File: src/hw/rtl/rips_pkg.sv
// Package with the constants, codes and types of the ring insertion-point search block.
package rips_pkg;

  localparam int CAPACITY = 512;
  localparam int DATA_W   = 32;
  localparam int CMD_W    = 2;
  localparam int POS_W    = 9;
  localparam int PATH_W   = 2;
  localparam int IDX_W    = $clog2(CAPACITY);
  localparam int COUNT_W  = $clog2(CAPACITY + 1);
  localparam int STEP_W   = (COUNT_W > POS_W) ? COUNT_W : POS_W;

  localparam logic [CMD_W-1:0] CMD_CLEAR  = 2'd0;
  localparam logic [CMD_W-1:0] CMD_APPEND = 2'd1;
  localparam logic [CMD_W-1:0] CMD_QUERY  = 2'd2;

  localparam logic [PATH_W-1:0] PATH_RANGE = 2'd0;
  localparam logic [PATH_W-1:0] PATH_GAP   = 2'd1;
  localparam logic [PATH_W-1:0] PATH_NOGAP = 2'd2;
  localparam logic [PATH_W-1:0] PATH_EMPTY = 2'd3;

  typedef logic signed [DATA_W-1:0] word_t;

  typedef enum logic [2:0] {
    ST_IDLE,
    ST_MINMAX,
    ST_CHECK,
    ST_GAP,
    ST_DONE
  } scan_state_t;

  typedef struct packed {
    logic               rotate;
    logic               append;
    logic [COUNT_W-1:0] tail;
    logic [COUNT_W-1:0] wrap;
  } cell_ctl_t;

endpackage

File: src/hw/rtl/rips_cell.sv
// One storage cell of the entry ring: loads an appended word or takes its neighbor's word.
module rips_cell (
  input  logic                        clk,
  input  rips_pkg::cell_ctl_t         ctl,
  input  logic [rips_pkg::IDX_W-1:0]  my_idx,
  input  rips_pkg::word_t             app_data,
  input  rips_pkg::word_t             neighbor,
  input  rips_pkg::word_t             head,
  output rips_pkg::word_t             data
);
  import rips_pkg::*;

  word_t data_r;
  word_t data_nxt;
  logic  at_tail;
  logic  at_wrap;

  assign at_tail = (COUNT_W'(my_idx) == ctl.tail);
  assign at_wrap = (COUNT_W'(my_idx) == ctl.wrap);

  always_comb begin
    data_nxt = data_r;
    if (ctl.append && at_tail) begin
      data_nxt = app_data;
    end else if (ctl.rotate) begin
      data_nxt = at_wrap ? head : neighbor;
    end
  end

  always_ff @(posedge clk) begin
    data_r <= data_nxt;
  end

  assign data = data_r;

endmodule

File: config.mk
export PLATFORM = sky130hd
export DESIGN_NAME = rips_cell
export DESIGN_NICKNAME = d
export VERILOG_FILES = /design/src/hw/rtl/rips_pkg.sv /design/src/hw/rtl/rips_cell.sv
export SDC_FILE = /design/constraint.sdc
export NUM_CORES = 1
export LEC_CHECK = 0
export BUFFER_PORTS_ARGS = -buffer_cell sky130_fd_sc_hd__buf_2
export CORE_MARGIN = 2
export CORE_UTILIZATION = 40
export CTS_CLUSTER_DIAMETER = 40
export CTS_CLUSTER_SIZE = 10
export DETAILED_ROUTE_END_ITERATION = 7
export HOLD_SLACK_MARGIN = 0.05
export PLACE_DENSITY = 0.85
export SLEW_MARGIN = 20
export SYNTH_ARGS = -nofsm -noshare
export SYNTH_HDL_FRONTEND = slang
export SYNTH_SLANG_ARGS = --single-unit
File: constraint.sdc
create_clock -name clk -period 2.9 [get_ports clk]
set_input_delay 0.145 -clock clk [delete_from_list [all_inputs] [get_ports clk]]
set_output_delay 0.145 -clock clk [all_outputs]
set_load 0.01 [all_outputs]
==> metrics.cfg <==
[critical_path]
path_class=in -> reg
critPathCaptureType=register
crit_fanout=32
critPathLaunchType=input pin
path_delay_family=simple AND/OR/NAND/NOR gates
slowest_delay_ns=0.64
critical_path.slowest_cell=or4_2
crit_required_ns=2.89
path_cells=buf_2 > xnor2_1 > nand4_1 > or4_2 > buf_4 > mux2i_1 > a21oi_1
arrival_ns=1.81
worst-path-buf-inv=2

[clocking]
clockBufferDepth=2
cts_root_buf=clkbuf_8
clock_sinks=32
cts.clk_slew.worst_paths_ns=0.07
cts-htree-levels=2
cts_made_buffers=5
post_cts_resize_count=0
cts_tree=yes
cts_setup_buffers=0
cts_hold_buf=0

[global_route]
grt_max_degree=65
grt_pass1_wl_um=7290
grt_use_total_pct=18.2
overflow=0
grt_pass1_vias=1793
antenna_found_initial=0

[drt]
firstDrtPassIters=4
drc=0
routed_via_density=4.86
drt-initial-drc-count=59
vias=1824
wl_per_cell_um=12.9
detail-route-antenna-nets=0
wl_um=4850

[power_and_ir_drop]
p_clk_share_pct=29.4
power_switching_mw=0.256
p_sw_share_pct=23.6
intPower_mw=0.829
pwr-share-comb_pct=19.3
peakVddDrop_mv=0.180
power_density_nw_per_um2=396
seq_power_share_pct=51.4
p_leak_nw=1.51
totalPowerFinal_mw=1.09

[synth]
synth_warnings=0
synth_nets=293
synth-edff-count=32
synthCells=165
avgSynthCellArea_sq_um=11.3
seq_area_frac_synth_pct=51.4
ys_types=16
ys_seq_elements=32
async_flop_share_pct=0
synth_flop_cell=edfxtp_1
syn-cell-area_sq_um=1870

[floorplanning]
num_rows=24
die_w_um=72.3
die_area_sq_um=5230
ios=160
start_util_pct=42.3
die_h_um=72.3
coreArea_sq_um=4410

[place]
port_buffers=159
place_congestion=0.743
pre_cts_ws_ns=0.768
place_hpwl_um=3790
dp.cells=368

[timing]
setup_viol=0
tns_ns=0
final_hold_viol_count=0
slew_viol_final=0
fmax_mhz=548
rsz0062_at_grt=no
slew_headroom_pct=60.1
finalCritPeriodShare_pct=62.9
fin_ws_ns=1.08
worstMarginPinSlew_ns=0.599
fin_crit_ns=1.82

[flow_run]
max-cap-violations=0

[hold_path]
hp-class=in -> reg

[finish]
nets=451
largest_reg_flops=32
instances_no_fill=375
drive_above_1_share_pct=52.6
area_delta_synth_final_pct=46.6
fillCellCount=377
fin_util_pct=62.0
n_antenna_cell=0

[run_status]
run_status=finished clean

[cell usage in the layout, fill, tap and decap left out, drive strengths merged]
master	count
nand3	1
edfxtp	32
or4	1
buf	162
xor2	10
clkbuf	6
nand4	2
nor2	32
nand2b	1
nor3b	1
mux2i	32
nor4	2
xnor2	8
clkinv	1
a21oi	32
[worst paths after layout]
path	startpoint	end	slack (ns)	depth (start not counted)
setup / recovery	my_idx[8]	data[12]	1.08	7
hold / removal	app_data[0]	data[0]	0.19	3
[routing by layer]
metal	part of all wire, %	global-route usage, %	wire (um)	vias up
li1	-	-	-	915
met2	53	34.6	2560	106
met3	10	6.11	498	12
met1	34	17.1	1650	791
met4	3.1	9.43	150	0
met5	0	0	0	-
[kinds of logic after synthesis]
group	share of synthesized area (%)
AOI/OAI and AO/OA	8.57
xor gates and xnor gates	8.44
buffers and inverters	5.22
muxes	17.1
and+or+nand+nor	9.18
DFF	51.4
[metrics by stage]
stage,hold slack (ns),cell area [sq um]
after CTS,0.179,2740
after detailed placement,0.472,2660
final,0.190,2740
after global placement,0.468,2660
after floorplan,0.375,1870
after global routing,0.193,2740
[power groups by stage]
stage | Clock, mW | Sequential (mW) | Combinational [mW]
CTS | 0.330 | 0.558 | 0.212
floorplan | 0 | 0.591 | 0.0543
finish | 0.319 | 0.558 | 0.209
global route | 0.351 | 0.562 | 0.229
global placement | 0 | 0.567 | 0.206
detailed placement | 0 | 0.568 | 0.212
[synthesized netlist by cell type (2+ instances only)]
library cell,instances,area share [%]
buf_12,3,3.2
buf_1,2,0.40
nor4_1,2,0.67
xor2_1,10,4.7
clkbuf_1,5,1.0
edfxtp_1,32,51
mux2i_1,32,17
a21oi_1,32,8.6
nor2_1,32,6.4
xnor2_1,8,3.8
nand4_1,2,0.67
[final cells by class]
cell class	count	area (sq um)	area share, %
Multi-Input combinational cell	122	816	29.8
Timing Repair Buffer	162	818	29.9
Tap cell	52	65.1	2.38
Sequential cell	32	961	35.1
Clock inverter	1	5.00	0.183
Clock buffer	6	72.6	2.65
Power figures use the tool's default switching activity.
