**src/hw/rtl/rips_pkg.sv**
```systemverilog
// Package with the constants, codes and types of the ring insertion-point search block.
package rips_pkg;

  localparam int CAPACITY = 512;
  localparam int DATA_W   = 32;
  localparam int CMD_W    = 2;
  localparam int POS_W    = 9;
  localparam int PATH_W   = 2;
  localparam int IDX_W    = $clog2(CAPACITY);
  localparam int COUNT_W  = $clog2(CAPACITY + 1);
  localparam int STEP_W   = (COUNT_W > POS_W) ? COUNT_W : POS_W;

  localparam logic [CMD_W-1:0] CMD_CLEAR  = 2'd0;
  localparam logic [CMD_W-1:0] CMD_APPEND = 2'd1;
  localparam logic [CMD_W-1:0] CMD_QUERY  = 2'd2;

  localparam logic [PATH_W-1:0] PATH_RANGE = 2'd0;
  localparam logic [PATH_W-1:0] PATH_GAP   = 2'd1;
  localparam logic [PATH_W-1:0] PATH_NOGAP = 2'd2;
  localparam logic [PATH_W-1:0] PATH_EMPTY = 2'd3;

  typedef logic signed [DATA_W-1:0] word_t;

  typedef enum logic [2:0] {
    ST_IDLE,
    ST_MINMAX,
    ST_CHECK,
    ST_GAP,
    ST_DONE
  } scan_state_t;

  typedef struct packed {
    logic               rotate;
    logic               append;
    logic [COUNT_W-1:0] tail;
    logic [COUNT_W-1:0] wrap;
  } cell_ctl_t;

endpackage

```
**src/hw/rtl/rips_scan.sv**
```systemverilog
// Query sequencer: rotates the ring for min and max, then for the first gap if in range.
module rips_scan (
  input  logic                          clk,
  input  logic                          rst_n,
  input  logic                          start,
  input  rips_pkg::word_t               key,
  input  logic [rips_pkg::COUNT_W-1:0]  count,
  input  rips_pkg::word_t               head,
  input  logic                          res_take,
  output logic                          rotate,
  output logic                          busy,
  output logic                          res_valid,
  output logic [rips_pkg::POS_W-1:0]    res_pos,
  output logic [rips_pkg::PATH_W-1:0]   res_path
);
  import rips_pkg::*;

  scan_state_t         state_r, state_nxt;
  logic [STEP_W-1:0]   step_r, step_nxt;
  word_t               key_r, key_nxt;
  word_t               lo_r, lo_nxt;
  word_t               hi_r, hi_nxt;
  word_t               prev_r, prev_nxt;
  logic [POS_W-1:0]    min_at_r, min_at_nxt;
  logic [POS_W-1:0]    pos_r, pos_nxt;
  logic [PATH_W-1:0]   path_r, path_nxt;
  logic                found_r, found_nxt;
  logic                last_step;
  logic                out_of_range;
  logic                hit;

  assign last_step    = (step_r == STEP_W'(COUNT_W'(count - COUNT_W'(1))));
  assign out_of_range = (key_r > hi_r) || (key_r < lo_r);
  assign hit          = !found_r && (prev_r < key_r) && (key_r < head);

  always_comb begin
    state_nxt = state_r;
    unique case (state_r)
      ST_IDLE: begin
        if (start) begin
          state_nxt = (count == '0) ? ST_DONE : ST_MINMAX;
        end
      end
      ST_MINMAX: begin
        if (last_step) begin
          state_nxt = ST_CHECK;
        end
      end
      ST_CHECK: begin
        state_nxt = out_of_range ? ST_DONE : ST_GAP;
      end
      ST_GAP: begin
        if (last_step) begin
          state_nxt = ST_DONE;
        end
      end
      ST_DONE: begin
        if (res_take) begin
          state_nxt = ST_IDLE;
        end
      end
      default: state_nxt = ST_IDLE;
    endcase
  end

  always_comb begin
    rotate    = 1'b0;
    busy      = 1'b1;
    res_valid = 1'b0;
    unique case (state_r)
      ST_IDLE:   busy = 1'b0;
      ST_MINMAX: rotate = 1'b1;
      ST_CHECK:  rotate = 1'b0;
      ST_GAP:    rotate = 1'b1;
      ST_DONE:   res_valid = 1'b1;
      default:   busy = 1'b1;
    endcase
  end

  always_comb begin
    step_nxt   = step_r;
    key_nxt    = key_r;
    lo_nxt     = lo_r;
    hi_nxt     = hi_r;
    prev_nxt   = prev_r;
    min_at_nxt = min_at_r;
    pos_nxt    = pos_r;
    path_nxt   = path_r;
    found_nxt  = found_r;
    case (state_r)
      ST_IDLE: begin
        if (start) begin
          key_nxt  = key;
          step_nxt = '0;
          pos_nxt  = '0;
          path_nxt = PATH_EMPTY;
        end
      end
      ST_MINMAX: begin
        if (step_r == '0) begin
          lo_nxt     = head;
          hi_nxt     = head;
          min_at_nxt = '0;
        end else begin
          if (head < lo_r) begin
            lo_nxt     = head;
            min_at_nxt = step_r[POS_W-1:0];
          end
          if (head > hi_r) begin
            hi_nxt = head;
          end
        end
        prev_nxt = head;
        step_nxt = last_step ? '0 : step_r + STEP_W'(1);
      end
      ST_CHECK: begin
        found_nxt = 1'b0;
        step_nxt  = '0;
        if (out_of_range) begin
          pos_nxt  = min_at_r;
          path_nxt = PATH_RANGE;
        end
      end
      ST_GAP: begin
        if (hit) begin
          found_nxt = 1'b1;
          pos_nxt   = step_r[POS_W-1:0];
        end
        if (last_step) begin
          if (found_r || hit) begin
            path_nxt = PATH_GAP;
          end else begin
            pos_nxt  = '0;
            path_nxt = PATH_NOGAP;
          end
        end
        prev_nxt = head;
        step_nxt = last_step ? '0 : step_r + STEP_W'(1);
      end
      default: begin
      end
    endcase
  end

  always_ff @(posedge clk) begin
    if (!rst_n) begin
      state_r <= ST_IDLE;
      step_r  <= '0;
      found_r <= 1'b0;
    end else begin
      state_r <= state_nxt;
      step_r  <= step_nxt;
      found_r <= found_nxt;
    end
  end

  always_ff @(posedge clk) begin
    key_r    <= key_nxt;
    lo_r     <= lo_nxt;
    hi_r     <= hi_nxt;
    prev_r   <= prev_nxt;
    min_at_r <= min_at_nxt;
    pos_r    <= pos_nxt;
    path_r   <= path_nxt;
  end

  assign res_pos  = pos_r;
  assign res_path = path_r;

endmodule

```
**config.mk**
```make
export PLATFORM = sky130hd
export DESIGN_NAME = rips_scan
export DESIGN_NICKNAME = d
export VERILOG_FILES = /design/src/hw/rtl/rips_pkg.sv /design/src/hw/rtl/rips_scan.sv
export SDC_FILE = /design/constraint.sdc
export NUM_CORES = 1
export LEC_CHECK = 0
export BUFFER_PORTS_ARGS = -buffer_cell sky130_fd_sc_hd__clkbuf_2
export CAP_MARGIN = 30
export CELL_PAD_IN_SITES_DETAIL_PLACEMENT = 0
export CELL_PAD_IN_SITES_GLOBAL_PLACEMENT = 2
export CORE_MARGIN = 5
export CORE_UTILIZATION = 40
export CTS_CLUSTER_DIAMETER = 80
export CTS_CLUSTER_SIZE = 30
export DETAILED_ROUTE_END_ITERATION = 10
export GPL_ROUTABILITY_DRIVEN = 0
export PLACE_DENSITY = 0.82
export SYNTH_ARGS = -nofsm -noshare
export SYNTH_HDL_FRONTEND = slang
export SYNTH_SLANG_ARGS = --single-unit
```
**constraint.sdc**
```tcl
create_clock -name clk -period 4.7 [get_ports clk]
set_input_delay 0.235 -clock clk [delete_from_list [all_inputs] [get_ports clk]]
set_output_delay 0.235 -clock clk [all_outputs]
set_load 0.05 [all_outputs]
```
==> impl_metrics.csv <==
group,metric,value,unit
run_status,status,"complete, no violations",
floorplan,die_h,170.3,um
critical_path,cp.arrival,4030,ps
timing,final_max_slew_viol_count,0,
cts,ctsResizeCount,0,
critical_path,worstPathRequired,4950,ps
timing,skew,17.97,ps
synthesis,syn_nets,1216,
min_path,worst_hold_path_type,"input pin to flip-flop",
floorplan,dieArea,29010,um2
global_routing,grt_pass1_vias,7388,
critical_path,cp-startpoint,"key_r[17]",
drt,vias,7229,
critical_path,cp_common_cell,"a21o_1",
layout,layout.nets,1349,
timing,hold_viol_final,0,
critical_path,r2r_cells,11,
cts,cts_setup_buffers,0,
floorplan,fp.dieW,170.3,um
global_routing,grt_start_max_net_pins,34,
synthesis,syn_inst,947,
layout,insertedDiodeCount,0,
drt,drtAntennaViolNets,0,
power_and_ir_drop,p_leak,5.527,nW
timing,worst_pin_slew,1012,ps
drt,routed_wl,24950,um
place,place_area,11180,um2
synthesis,ys_types,50,
critical_path,critPathSlowestCell,"a2111oi_0",
synthesis,synth_flop_cell,"edfxtp_1",
floorplan,pin_count,92,
place,place_hpwl,19480,um
synthesis,ys_ff_latch,162,
critical_path,critPathLaunchType,"flip-flop",
min_path,hold_path_startpoint,"rst_n",
timing,setup_tns,0,ps
cts,htree_levels,4,
timing,max_clock_freq,265.1,MHz
layout,design_area,12080,um2
layout,drive_above_1_share,12.53,%
critical_path,crit_family,"compound AO/OA/AOI/OAI gates",
floorplan,fp.coreArea,25250,um2
critical_path,path_cells,"inv_1, ha_1, a21o_1, a21o_1, a21oi_1, o211ai_1, a2111oi_0, mux2i_1, nor4_1, a311oi_4, o21ai_0",
timing,setup_ws,928.4,ps
critical_path,critPathBufInv,1,
global_routing,antenna_found_initial,0,
power_and_ir_drop,finalPower,4.631,mW
global_routing,grt_usage,17.72,%
synthesis,seq_area_frac_synth,45.95,%
synthesis,synth_edf_count,148,
critical_path,end_kind,"flip-flop",
synthesis,yosysMostFrequentCell,"ha_1",
global_routing,grt_pass1_wl,39880,um
critical_path,reg2reg_to,"res_pos[0]",
layout,syn_to_final_growth,17.49,%
timing,maxSlewHeadroom,30.80,%
cts,cts_sinks,162,
synthesis,syn_avg_cell_area,10.86,um2
drt,routedWlPerCell,17.53,um
floorplan,start_util,40.72,%
cts,cts_tree,"done",
layout,instances_no_fill,1423,
job,cap_violations,0,
synthesis,async_reset_ff_share,0,%
drt,drc,0,
critical_path,critical_path.max_fanout,9,
power_and_ir_drop,p_per_area,383.3,nW/um2
synthesis,synthTopCellsByArea,"edfxtp_1 (43%), ha_1 (23%), inv_1 (5.3%)",
power_and_ir_drop,ir_drop,0.2162,mV
synthesis,yosys.area.top_type_share,43.22,%
place,port_buffers,91,
synthesis,netlist_area,10280,um2
floorplan,rows,58,
synthesis,yosys_warnings,0,
timing,rsz0062_at_grt,"no",
critical_path,max_stage_delay,910,ps
synthesis,synthTopCellsByCount,"ha_1 (191), edfxtp_1 (148), inv_1 (144), a21oi_1 (61), nand2_1 (55)",
cts,cts_buffers,17,
cts,clkTransAtPathRegs,70,ps
place,numPlacedInstances,1359,
global_routing,grt-ovfl-total,0,
critical_path,crit_type,"flip-flop to flip-flop",
drt,vias_per_cell,5.080,
timing,post-route-period-util,80.25,%
cts,cts_root_buf,"clkbuf_16",
synthesis,synth_area_leader_cell,"edfxtp_1",
cts,clockBufferDepth,2,
place,pre_cts_slack,1078,ps
cts,holdBufCountCts,32,
layout,fillCellCount,2395,
min_path,holdPathStages,3,
drt,drtPass1Iterations,5,
cts,clk_latency,440,ps
min_path,min_to,"state_r[0]",
drt,drt_iter0_drc,310,
critical_path,reg2reg_from,"key_r[17]",
timing,fin_crit,3772,ps
critical_path,r2r_slack,930,ps
timing,setup_viol,0,
-- worst reg2reg max path, delay by kind of cell, from the launching register on --
| family | cells | cell delay [ps] |
|---|---|---|
| AOI/OAI and AO/OA | 7 | 2010 |
| adders and majority gates | 1 | 320 |
| buffers and inverters | 1 | 70 |
| DFF | 1 | 470 |
| muxes | 1 | 300 |
| and+or+nand+nor | 1 | 420 |
-- final cells by class --
type	instances	area, um2	area share [%]
Multi-Input combinational cell	626	4986	41.27
Clock inverter	14	136.4	1.129
Sequential cell	162	4725	39.11
Tap cell	330	412.9	3.418
Clock buffer	18	439.2	3.635
Timing Repair Buffer	129	840.8	6.960
Inverter	144	540.5	4.474
-- flip-flops by register name, indices dropped and copies added, names as in the netlist, 3 cells and up --
register	cells
hi_r	32
key_r	32
lo_r	32
min_at_r	9
prev_r	32
res_pos	9
state_r	3
step_r	10
-- metrics by stage --
stage	hold slack (ps)	util, %
finish	48.58	47.83
global route	57.07	47.83
CTS	40.47	47.83
detailed placement	414.1	44.29
global placement	413.8	44.18
floorplan	333.9	-
-- placed cells by master (no fill, tap or decap), types with 5 or more instances in the layout --
| master | synthesis | final |
|---|---|---|
| a211oi_1 | 11 | 11 |
| a21o_1 | 33 | 33 |
| a21oi_1 | 61 | 59 |
| buf_4 | 0 | 5 |
| clkbuf_16 | 0 | 17 |
| clkbuf_2 | 0 | 91 |
| dfxtp_1 | 14 | 14 |
| dlygate4sd3_1 | 0 | 32 |
| edfxtp_1 | 148 | 148 |
| ha_1 | 191 | 191 |
| inv_1 | 144 | 144 |
| inv_6 | 0 | 5 |
| mux2i_1 | 13 | 13 |
| nand2_1 | 55 | 55 |
| nand2b_1 | 8 | 8 |
| nand3_1 | 11 | 11 |
| nand4_1 | 38 | 38 |
| nor2_1 | 48 | 48 |
| nor2b_1 | 9 | 9 |
| nor3_1 | 19 | 18 |
| nor4_1 | 6 | 6 |
| o211ai_1 | 5 | 5 |
| o21a_1 | 5 | 5 |
| o21ai_0 | 45 | 45 |
| xnor2_1 | 7 | 7 |
| xor2_1 | 15 | 15 |
-- logic make-up (layout without fill, tap and decap cells) --
family | after synthesis | after routing | synth area share (%)
flip-flops | 162 | 162 | 45.95
AO/OA/AOI/OAI | 190 | 190 | 11.63
multiplexers | 13 | 13 | 1.265
AND/OR/NAND/NOR | 210 | 210 | 10.21
XOR/XNOR | 22 | 22 | 1.874
adder cells (fa/ha/maj) | 191 | 191 | 23.24
buffers and inverters | 159 | 305 | 5.829
-- layer usage --
metal / vias up / global-route usage, % / share of wire, %
met5: - / 0 / 0
met4: 0 / 3.785 / 0.79
met3: 13 / 2.880 / 3.5
met2: 105 / 29.18 / 47
met1: 3384 / 24.79 / 49
li1: 3727 / - / -
-- worst max-delay path by stage --
stage / slack, ps / cells after the start / end
floorplan: 430 / 11 / lo_r[0]
global placement: 1060 / 12 / res_pos[5]
detailed placement: 1080 / 11 / res_pos[4]
CTS: 1080 / 12 / res_pos[0]
global route: 760 / 12 / res_pos[0]
finish: 930 / 11 / res_pos[0]
-- power by group --
group          total, mW  internal, mW  switching (mW)
combinational       1.30         0.483           0.818
clock               1.38         0.719           0.660
sequential          1.95          1.84           0.114
total               4.63          3.04            1.59
No activity file was read; power rests on OpenSTA's default activity.
